==> config.mk <==
export PLATFORM = sky130hd
export DESIGN_NAME = cfb_ram
export DESIGN_NICKNAME = d
export VERILOG_FILES = /design/src/sv/assert_macros.svh /design/src/sv/cfb_ram.sv
export SDC_FILE = /design/constraint.sdc
export NUM_CORES = 1
export LEC_CHECK = 0
export BUFFER_PORTS_ARGS = -buffer_cell sky130_fd_sc_hd__buf_2
export CAP_MARGIN = 15
export CORE_AREA = 3 3 195 197
export CTS_BUF_LIST = sky130_fd_sc_hd__clkbuf_8 sky130_fd_sc_hd__clkbuf_16
export CTS_CLUSTER_DIAMETER = 60
export DETAILED_ROUTE_END_ITERATION = 10
export DIE_AREA = 0 0 198 200
export PLACE_DENSITY_LB_ADDON = 0.15
export SYNTH_ARGS = -nofsm -noshare
export SYNTH_HDL_FRONTEND = slang
export SYNTH_SLANG_ARGS = --single-unit
export TNS_END_PERCENT = 5
==> constraint.sdc <==
create_clock -name clk -period 1.85 [get_ports clk]
set_input_delay 0.0925 -clock clk [delete_from_list [all_inputs] [get_ports clk]]
set_output_delay 0.0925 -clock clk [all_outputs]
set_load 0.05 [all_outputs]
==> src/sv/assert_macros.svh <==
// Assertion helpers shared by the RTL.
`ifndef ASSERT_MACROS_SVH
`define ASSERT_MACROS_SVH

// Clocked property on clk, off while rst_n is low.
`define CFB_ASSERT(lbl, prop, msg) \
    lbl: assert property (@(posedge clk) disable iff (!rst_n) prop) else $error(msg);

// Condition that must never be seen at a clock edge.
`define CFB_NEVER(lbl, cond, msg) \
    lbl: assert property (@(posedge clk) disable iff (!rst_n) !(cond)) else $error(msg);

`endif

==> src/sv/cfb_ram.sv <==
// Simple dual-port RAM, one write and one registered read port.
module cfb_ram #(
    parameter int WIDTH = 8,
    parameter int DEPTH = 64
) (
    input  logic                                   clk,
    input  logic                                   we,
    input  logic [((DEPTH > 1) ? $clog2(DEPTH) : 1)-1:0] waddr,
    input  logic [WIDTH-1:0]                       wdata,
    input  logic                                   re,
    input  logic [((DEPTH > 1) ? $clog2(DEPTH) : 1)-1:0] raddr,
    output logic [WIDTH-1:0]                       rdata
);

    logic [WIDTH-1:0] mem [0:DEPTH-1];

    always_ff @(posedge clk)
    begin
        if (we)
        begin
            mem[waddr] <= wdata;
        end
        if (re)
        begin
            rdata <= mem[raddr];
        end
    end

endmodule

## Yosys cells after proc, flatten, opt, wreduce, memory -nomap -nowiden

Memories as Yosys holds them, arrays and structs flattened. A register that Yosys moved wholly into a read port is not among the register bits.
Cells that the tools add are included.

| storage, ports and cells | value |
|---|---|
| register bits after elaboration | 0 |
| bits in writable memories | 512 |
| input port bits | 23 |
| output and inout port bits | 8 |
| logic and storage cells | 3 |
| memories | 1 |

Memories:

| name | depth | bits a word | rd ports | clocked after memory_dff | wr ports | RTL line | text |
|---|---|---|---|---|---|---|---|
| mem | 64 | 8 | 1 | 1 | 1 | cfb_ram.sv:15 | `logic [WIDTH-1:0] mem [0:DEPTH-1];` |

| operators by class | value |
|---|---|
| mux-type cells | 2 |

Operators by type and width:

| kind | number |
|---|---|
| $mux 1 | 2 |

## Logic depth before layout (Yosys ltp)

Gate-level depths: netlist of run 1.

| logic depth | value |
|---|---|
| depth after elaboration | 2 |
| mapped depth | 9 |
| mapped depth without buffers | 5 |

## Worst setup path after synthesis of run 1

No wires, ideal clock.

| timing path | value |
|---|---|
| path type | input port to flip-flop |
| start | in raddr[1] (netlist bit) |
| end | reg rdata[3] (read register of mem) (data pin) |
| setup time | 0.266 ns |
| arrival | 1.632 ns |
| required time | 1.584 ns |
| path slack | -0.049 ns |
| stages on the path | 7 |
| buffers on the path | 3 |
| cell sequence | buf_4 > buf_2 > buf_2 > mux4_2 > mux4_2 > o21ai_1 > o41ai_1 |

RTL lines:

| item | RTL line | text |
|---|---|---|
| from (decl) | cfb_ram.sv:11 | `input logic [((DEPTH > 1) ? $clog2(DEPTH) : 1)-1:0] raddr,` |
| to (decl) | cfb_ram.sv:12 | `output logic [WIDTH-1:0] rdata` |

==> run_results.csv, run 1 <==
group,metric,value,unit
yosys,yosysSeqAreaShare,0.771,
clock_tree,cts_made_buffers,52,
yosys,synth_top_family_by_area,"multiplexers",
detailed_routing,wl_per_cell,27.3,um
setup_path,worstSetupStartpointType,"flop",
detailed_routing,dr_total_vias,10123,
setup_path,worstSetupPathType,"flop to flop",
outcome,violations,"setup timing",
clock_tree,cts_root_buf,"clkbuf_16",
die,dieWidth,198,um
sta,max_freq,506,MHz
setup_path,cp_top_family,"multiplexers",
clock_tree,cts_buffer_depth,3,
die,die_height,200,um
setup_path,cp_slowest_cell,"mux4_2",
yosys,synthMuxAreaShare,0.159,
grt,grt_pass1_vias,10313,
pwr,power_density,1020,mW/mm^2
detailed_routing,route.detailed.drc,0,
finish,stdcell_count,1652,
die,core,0.0364,mm^2
finish,fillers,2408,
place,io_buffers,30,
clock_tree,insertion_delay,0.60,ns
pwr,cellLeakagePower,7.91,nW
setup_path,max_stage_delay,0.51,ns
yosys,syn_nets,963,
yosys,ys_warn_count,0,
clock_tree,path_clk_slew,0.06,ns
detailed_routing,routed_wl,45100,um
finish,drive_gt1_frac,0.361,
sta,slew_headroom,0.352,
setup_path,timing.critical_path.mode_cell,"mux4_2",
detailed_routing,drtPass1Iterations,5,
sta,skew,0.0192,ns
sta,rsz0062_at_grt,"true",
grt,grt-ovfl-total,0,
yosys,synth-simple-area-share,0.0337,
die,start_util,0.556,
yosys,synth_seq_cells,520,
sta,slew_violations,0,
pwr,ir_worst_vdd,0.900,mV
die,die_area,0.0396,mm^2
yosys,synth_largest_area_cell,"edfxtp_1",
place,gp_congestion,0.818,
setup_path,cp.arrival,2.32,ns
yosys,synth_fa_ha_area_frac,0,
setup_path,required,2.19,ns
grt,grt_start_max_net_pins,65,
clock_tree,cts_setup_buffers,0,
sta,hold_viol,0,
clock_tree,htreeDepth,2,
setup_path,crit_buf_inv,0,
run,maxCapViolCount,0,
detailed_routing,final_antenna_net_count,0,
setup_path,endpoint_kind,"flop",
sta,period_share,1.07,
grt,grt_first_pass_wirelength,66800,um
yosys,synth_top_area_share,0.771,
sta,whs,0.0150,ns
setup_path,worstPathMaxFanout,1,
sta,finalSetupViolCount,8,
outcome,outcome,"finished with violations",
place,placedCellCount,1558,
grt,antenna_found_initial,0,
min_path,hold_class,"primary input to flop",
clock_tree,cts_tree,"built",
yosys,synth.top_cells.by_area,"edfxtp_1, mux4_2, nor2_1",
yosys,avgSynthCellArea,21.5,um^2
grt,grt_usage,0.235,
detailed_routing,vias_per_cell,6.13,
yosys,syn_inst,940,
yosys,syn-cell-area,0.0202,mm^2
finish,fin_nets,1173,
place,dpl.hpwl,29700,um
sta,final.min_clock_period,1.98,ns
yosys,synth_compound_area_frac,0.0206,
sta,tightest_slew,0.972,ns
finish,diodes,0,
die,std_cell_rows,70,
clock_tree,cts_sinks,520,
yosys,synthXorXnorAreaFrac,0,
die,pin_count,31,
yosys,synth_cell_types,39,
detailed_routing,drtIter0Drc,1026,
setup_path,path_cells,"mux4_2, mux4_2, nor2_4, nor3_2, o2bb2ai_1",
finish,synthToLayoutAreaGrowth,18.5,%
sta,finalWorstSetupSlack,-0.127,ns
==> metal layers <==
layer / GRT usage / vias up / share of wire
met1: 0.348 / 5297 / 0.42
met3: 0.0493 / 85 / 0.075
met2: 0.363 / 390 / 0.47
met5: 0 / - / 0
li1: - / 4351 / -
met4: 0.0721 / 0 / 0.029
==> report_power, final <==
part / leakage (nW) / internal (mW) / switching, mW
Combinational: 2.42 / 0.648 / 0.849
Clock: 0.810 / 5.58 / 4.23
Sequential: 4.69 / 13.1 / 0.0357
Total: 7.91 / 19.3 / 5.11
==> path summary, 6_finish.rpt <==
check        slack, ns  startpoint          to  cells after the start
min reg2reg       0.96  mem[30][2]    rdata[2]                      4
max              -0.13  mem[10][2]    rdata[2]                      5
max reg2reg      -0.13  mem[10][2]    rdata[2]                      5
min               0.02    wdata[1]  mem[60][1]                      1
==> area by class of cell <==
cell class,count,area (um^2),share of cell area
multi-input combinational,369,4420,0.184
clock buffer,53,1330,0.0553
clock inverter,35,248,0.0103
tap,468,586,0.0244
timing repair buffer,207,1790,0.0747
sequential,520,15600,0.651
==> flip-flops by register name, summed over array words and instances (netlist names) <==
signal	count
mem	512
rdata	8
==> what timing repair did <==
action	CTS	global route
endpoints found under the setup margin	8	8
hold buffers	6	0
resized for setup	20	6
pin swaps	4	1
gates cloned	0	0
endpoints found under the hold margin	78	0
==> cells in the mapped netlist, drive strengths merged <==
| library cell | n |
|---|---|
| o2111ai | 3 |
| nand2 | 19 |
| a211oi | 4 |
| nand2b | 7 |
| nor2 | 83 |
| buf | 34 |
| o221a | 2 |
| o21a | 2 |
| a221oi | 6 |
| o2bb2ai | 3 |
| nand4 | 2 |
| or3 | 1 |
| o21ai | 4 |
| o221ai | 8 |
| mux2i | 23 |
| o22ai | 8 |
| nor4 | 2 |
| o32ai | 2 |
| nor3 | 7 |
| nand3b | 3 |
| nand4b | 1 |
| and2 | 1 |
| nand3 | 13 |
| o311ai | 1 |
| nor2b | 14 |
| clkbuf | 17 |
| a31oi | 1 |
| a2111oi | 2 |
| a21oi | 3 |
| mux4 | 126 |
| o41ai | 2 |
| a22oi | 3 |
| edfxtp | 520 |
| mux2 | 13 |
==> per-stage QoR <==
step | TNS, ns | utilization | area, um^2 | power [mW] | worst slack, ns
3_3_place_gp | -2.44 | 0.610 | 22200 | 14.8 | -0.407
5_1_grt | -0.883 | 0.658 | 24000 | 25.1 | -0.163
4_1_cts | -0.694 | 0.658 | 24000 | 24.6 | -0.131
3_5_place_dp | -2.52 | 0.610 | 22200 | 14.8 | -0.407
6_report | -0.525 | 0.658 | 24000 | 24.4 | -0.127
2_1_floorplan | 0 | - | 20300 | 14.1 | 0.0110
==> worst reg2reg max path, stage by stage, from the launching register on <==
cell and delay [ns]:
edfxtp_1 0.38, mux4_2 0.51, mux4_2 0.50, nor2_4 0.16, nor3_2 0.05, o2bb2ai_1 0.13
==> cell usage in the layout, fill, tap and decap left out, drive strengths merged <==
master	count
a2111oi	2
a211oi	4
a21oi	3
a221oi	6
a22oi	3
a31oi	1
and2	1
buf	200
bufinv	3
clkbuf	54
clkinv	20
dlygate4sd3	6
edfxtp	520
inv	12
mux2	13
mux2i	23
mux4	126
nand2	19
nand2b	7
nand3	13
nand3b	3
nand4	2
nand4b	1
nor2	83
nor2b	14
nor3	7
nor4	2
o2111ai	3
o21a	2
o21ai	4
o221a	2
o221ai	8
o22ai	8
o2bb2ai	3
o311ai	1
o32ai	2
o41ai	2
or3	1
==> kinds of logic (layout without fill, tap and decap cells) <==
group,Yosys count,in the layout
muxes,162,162
and+or+nand+nor,153,153
buffers and inverters,51,295
AOI/OAI and AO/OA,54,54
DFF,520,520
No activity file was read; power rests on OpenSTA's default activity.
==> run 2: changes to the inputs <==
--- a/config.mk
+++ b/config.mk
@@ -7,11 +7,11 @@
 export LEC_CHECK = 0
 export BUFFER_PORTS_ARGS = -buffer_cell sky130_fd_sc_hd__buf_2
 export CAP_MARGIN = 15
-export CORE_AREA = 3 3 195 197
+export CORE_AREA = 3 3 191 193
 export CTS_BUF_LIST = sky130_fd_sc_hd__clkbuf_8 sky130_fd_sc_hd__clkbuf_16
 export CTS_CLUSTER_DIAMETER = 60
 export DETAILED_ROUTE_END_ITERATION = 10
-export DIE_AREA = 0 0 198 200
+export DIE_AREA = 0 0 194 196
 export PLACE_DENSITY_LB_ADDON = 0.15
 export SYNTH_ARGS = -nofsm -noshare
 export SYNTH_HDL_FRONTEND = slang
==> constraint.sdc (replaced) <==
create_clock -name clk -period 2.5 [get_ports clk]
set_input_delay 0.125 -clock clk [delete_from_list [all_inputs] [get_ports clk]]
set_output_delay 0.125 -clock clk [all_outputs]
set_load 0.05 [all_outputs]
==> run_results.csv, run 2 (synthesized netlist as in run 1, its figures left out) <==
group,metric,value,unit
outcome,outcome,"completed",
die,die_height,196,um
sta,tightest_slew,0.745,ns
setup_path,cp_slowest_cell,"a221oi_1",
finish,stdcell_count,1594,
die,die_area,0.0380,mm^2
place,dp_slack,-0.219,ns
setup_path,max_stage_delay,0.66,ns
detailed_routing,wl_per_cell,27.6,um
detailed_routing,wl_met2,20800,um
clock_tree,cts_setup_buffers,0,
clock_tree,cts_tree,"built",
clock_tree,cts_root_buf,"clkbuf_16",
sta,slew_violations,0,
detailed_routing,dr_total_vias,10045,
sta,hold_viol,0,
detailed_routing,routed_wl,43900,um
finish,fin_nets,1119,
finish,final_common_cell,"edfxtp_1",
die,pin_count,31,
setup_path,cp.arrival,2.54,ns
run,maxCapViolCount,0,
sta,max_freq,449,MHz
finish,regMostFlops,"mem",
place,dpl.hpwl,28500,um
clock_tree,cts_made_buffers,51,
sta,final.min_clock_period,2.23,ns
setup_path,worstPathMaxFanout,1,
detailed_routing,drtIter0Drc,1080,
detailed_routing,wl_met3,3440,um
detailed_routing,dr.max_layer_used,"met5",
pwr,cellLeakagePower,7.62,nW
setup_path,endpoint,"rdata[2]",
clock_tree,htreeDepth,2,
sta,period_share,0.890,
finish,largest_reg_flops,512,
pwr,power_density,774,mW/mm^2
min_path,hold_class,"primary input to flop",
die,dieWidth,194,um
grt,antenna_found_initial,1,
clock_tree,insertion_delay,0.59,ns
finish,final_cell_mix,"edfxtp_1, mux4_2, buf_4, nor2_1, clkbuf_16",
clock_tree,path_clk_slew,0.06,ns
setup_path,cp.depth,4,
setup_path,worstSetupPathType,"flop to flop",
detailed_routing,route.detailed.drc,0,
place,gp_congestion,0.867,
clock_tree,cts_sinks,520,
grt,grt_pass1_vias,10084,
die,start_util,0.583,
setup_path,endpoint_kind,"flop",
finish,diodes,0,
finish,synthToLayoutAreaGrowth,15.5,%
setup_path,startpoint,"mem[46][2]",
finish,reg_top3,"mem (512), rdata (8)",
grt,grt_first_pass_wirelength,66300,um
grt,grt_start_max_net_pins,65,
setup_path,worstSetupStartpointType,"flop",
detailed_routing,final_antenna_net_count,0,
setup_path,path_cells,"mux4_2, mux2_2, a221oi_1, o2bb2ai_1",
sta,rsz0062_at_grt,"false",
setup_path,required,2.81,ns
sta,finalWorstSetupSlack,0.274,ns
die,core,0.0347,mm^2
setup_path,r2r_cells,4,
setup_path,cp_top_family,"compound AO/OA/AOI/OAI gates",
setup_path,rrSetupSlack,0.27,ns
detailed_routing,wl_met1,18600,um
sta,slew_headroom,0.504,
detailed_routing,vias_per_cell,6.30,
setup_path,crit_buf_inv,0,
grt,grt-ovfl-total,0,
pwr,ir_worst_vdd,0.657,mV
place,io_buffers,30,
sta,finalSetupViolCount,0,
die,std_cell_rows,68,
setup_path,r2r_end,"rdata[2]",
clock_tree,cts_buffer_depth,3,
setup_path,r2r-start,"mem[46][2]",
place,placedCellCount,1493,
detailed_routing,drtPass1Iterations,5,
grt,grt_usage,0.237,
finish,drive_gt1_frac,0.317,
sta,skew,0.0271,ns
sta,whs,0.0604,ns
run 2: how the worst min path moves through the flow:
stage / slack, ns / to / depth (start not counted) / start
after floorplan: 0.22 / mem[0][0] / 0 / wdata[0]
after global placement: 0.54 / rdata[2] / 1 / re
after detailed placement: 0.53 / rdata[2] / 1 / re
after CTS: 0.02 / mem[57][4] / 2 / wdata[4]
after global routing: 0.05 / mem[6][4] / 2 / wdata[4]
final: 0.06 / mem[19][4] / 2 / wdata[4]
run 2: worst reg2reg max path, stage by stage, from the launching register on:
cell and delay, ns:
edfxtp_1 0.37, mux4_2 0.47, mux2_2 0.31, a221oi_1 0.67, o2bb2ai_1 0.16
run 2: what timing repair did:
item	CTS	global route
setup endpoints to repair	0	0
endpoints found under the hold margin	41	0
resized for setup	0	0
hold buffers	5	0
run 2: report_power, final:
| group | internal (mW) | switching, mW | total, mW |
|---|---|---|---|
| Combinational | 0.392 | 0.600 | 0.992 |
| Clock | 4.29 | 3.13 | 7.42 |
| Sequential | 9.67 | 0.0246 | 9.69 |
| Total | 14.3 | 3.76 | 18.1 |
run 2: stage by stage:
stage	power (mW)	cell area [um^2]	setup TNS, ns	utilization
6_report	18.1	23400	0	0.674
3_3_place_gp	10.9	21700	-0.430	0.625
2_1_floorplan	10.4	20200	0	-
3_5_place_dp	10.9	21700	-0.360	0.625
5_1_grt	18.6	23400	0	0.674
4_1_cts	18.2	23400	0	0.674
run 2: cell type report:
class	count	area, um^2
Clock inverter	44	333
Fill cell	2237	11300
Clock buffer	52	1300
Sequential cell	520	15600
Timing Repair Buffer	154	1260
Tap cell	455	569
Multi-Input combinational cell	369	4320
run 2: routing by layer:
| metal | GRT usage | up-vias |
|---|---|---|
| met4 | 0.0633 | 2 |
| met5 | 0 | - |
| met1 | 0.356 | 5277 |
| met3 | 0.0462 | 83 |
| met2 | 0.369 | 420 |
| li1 | - | 4263 |
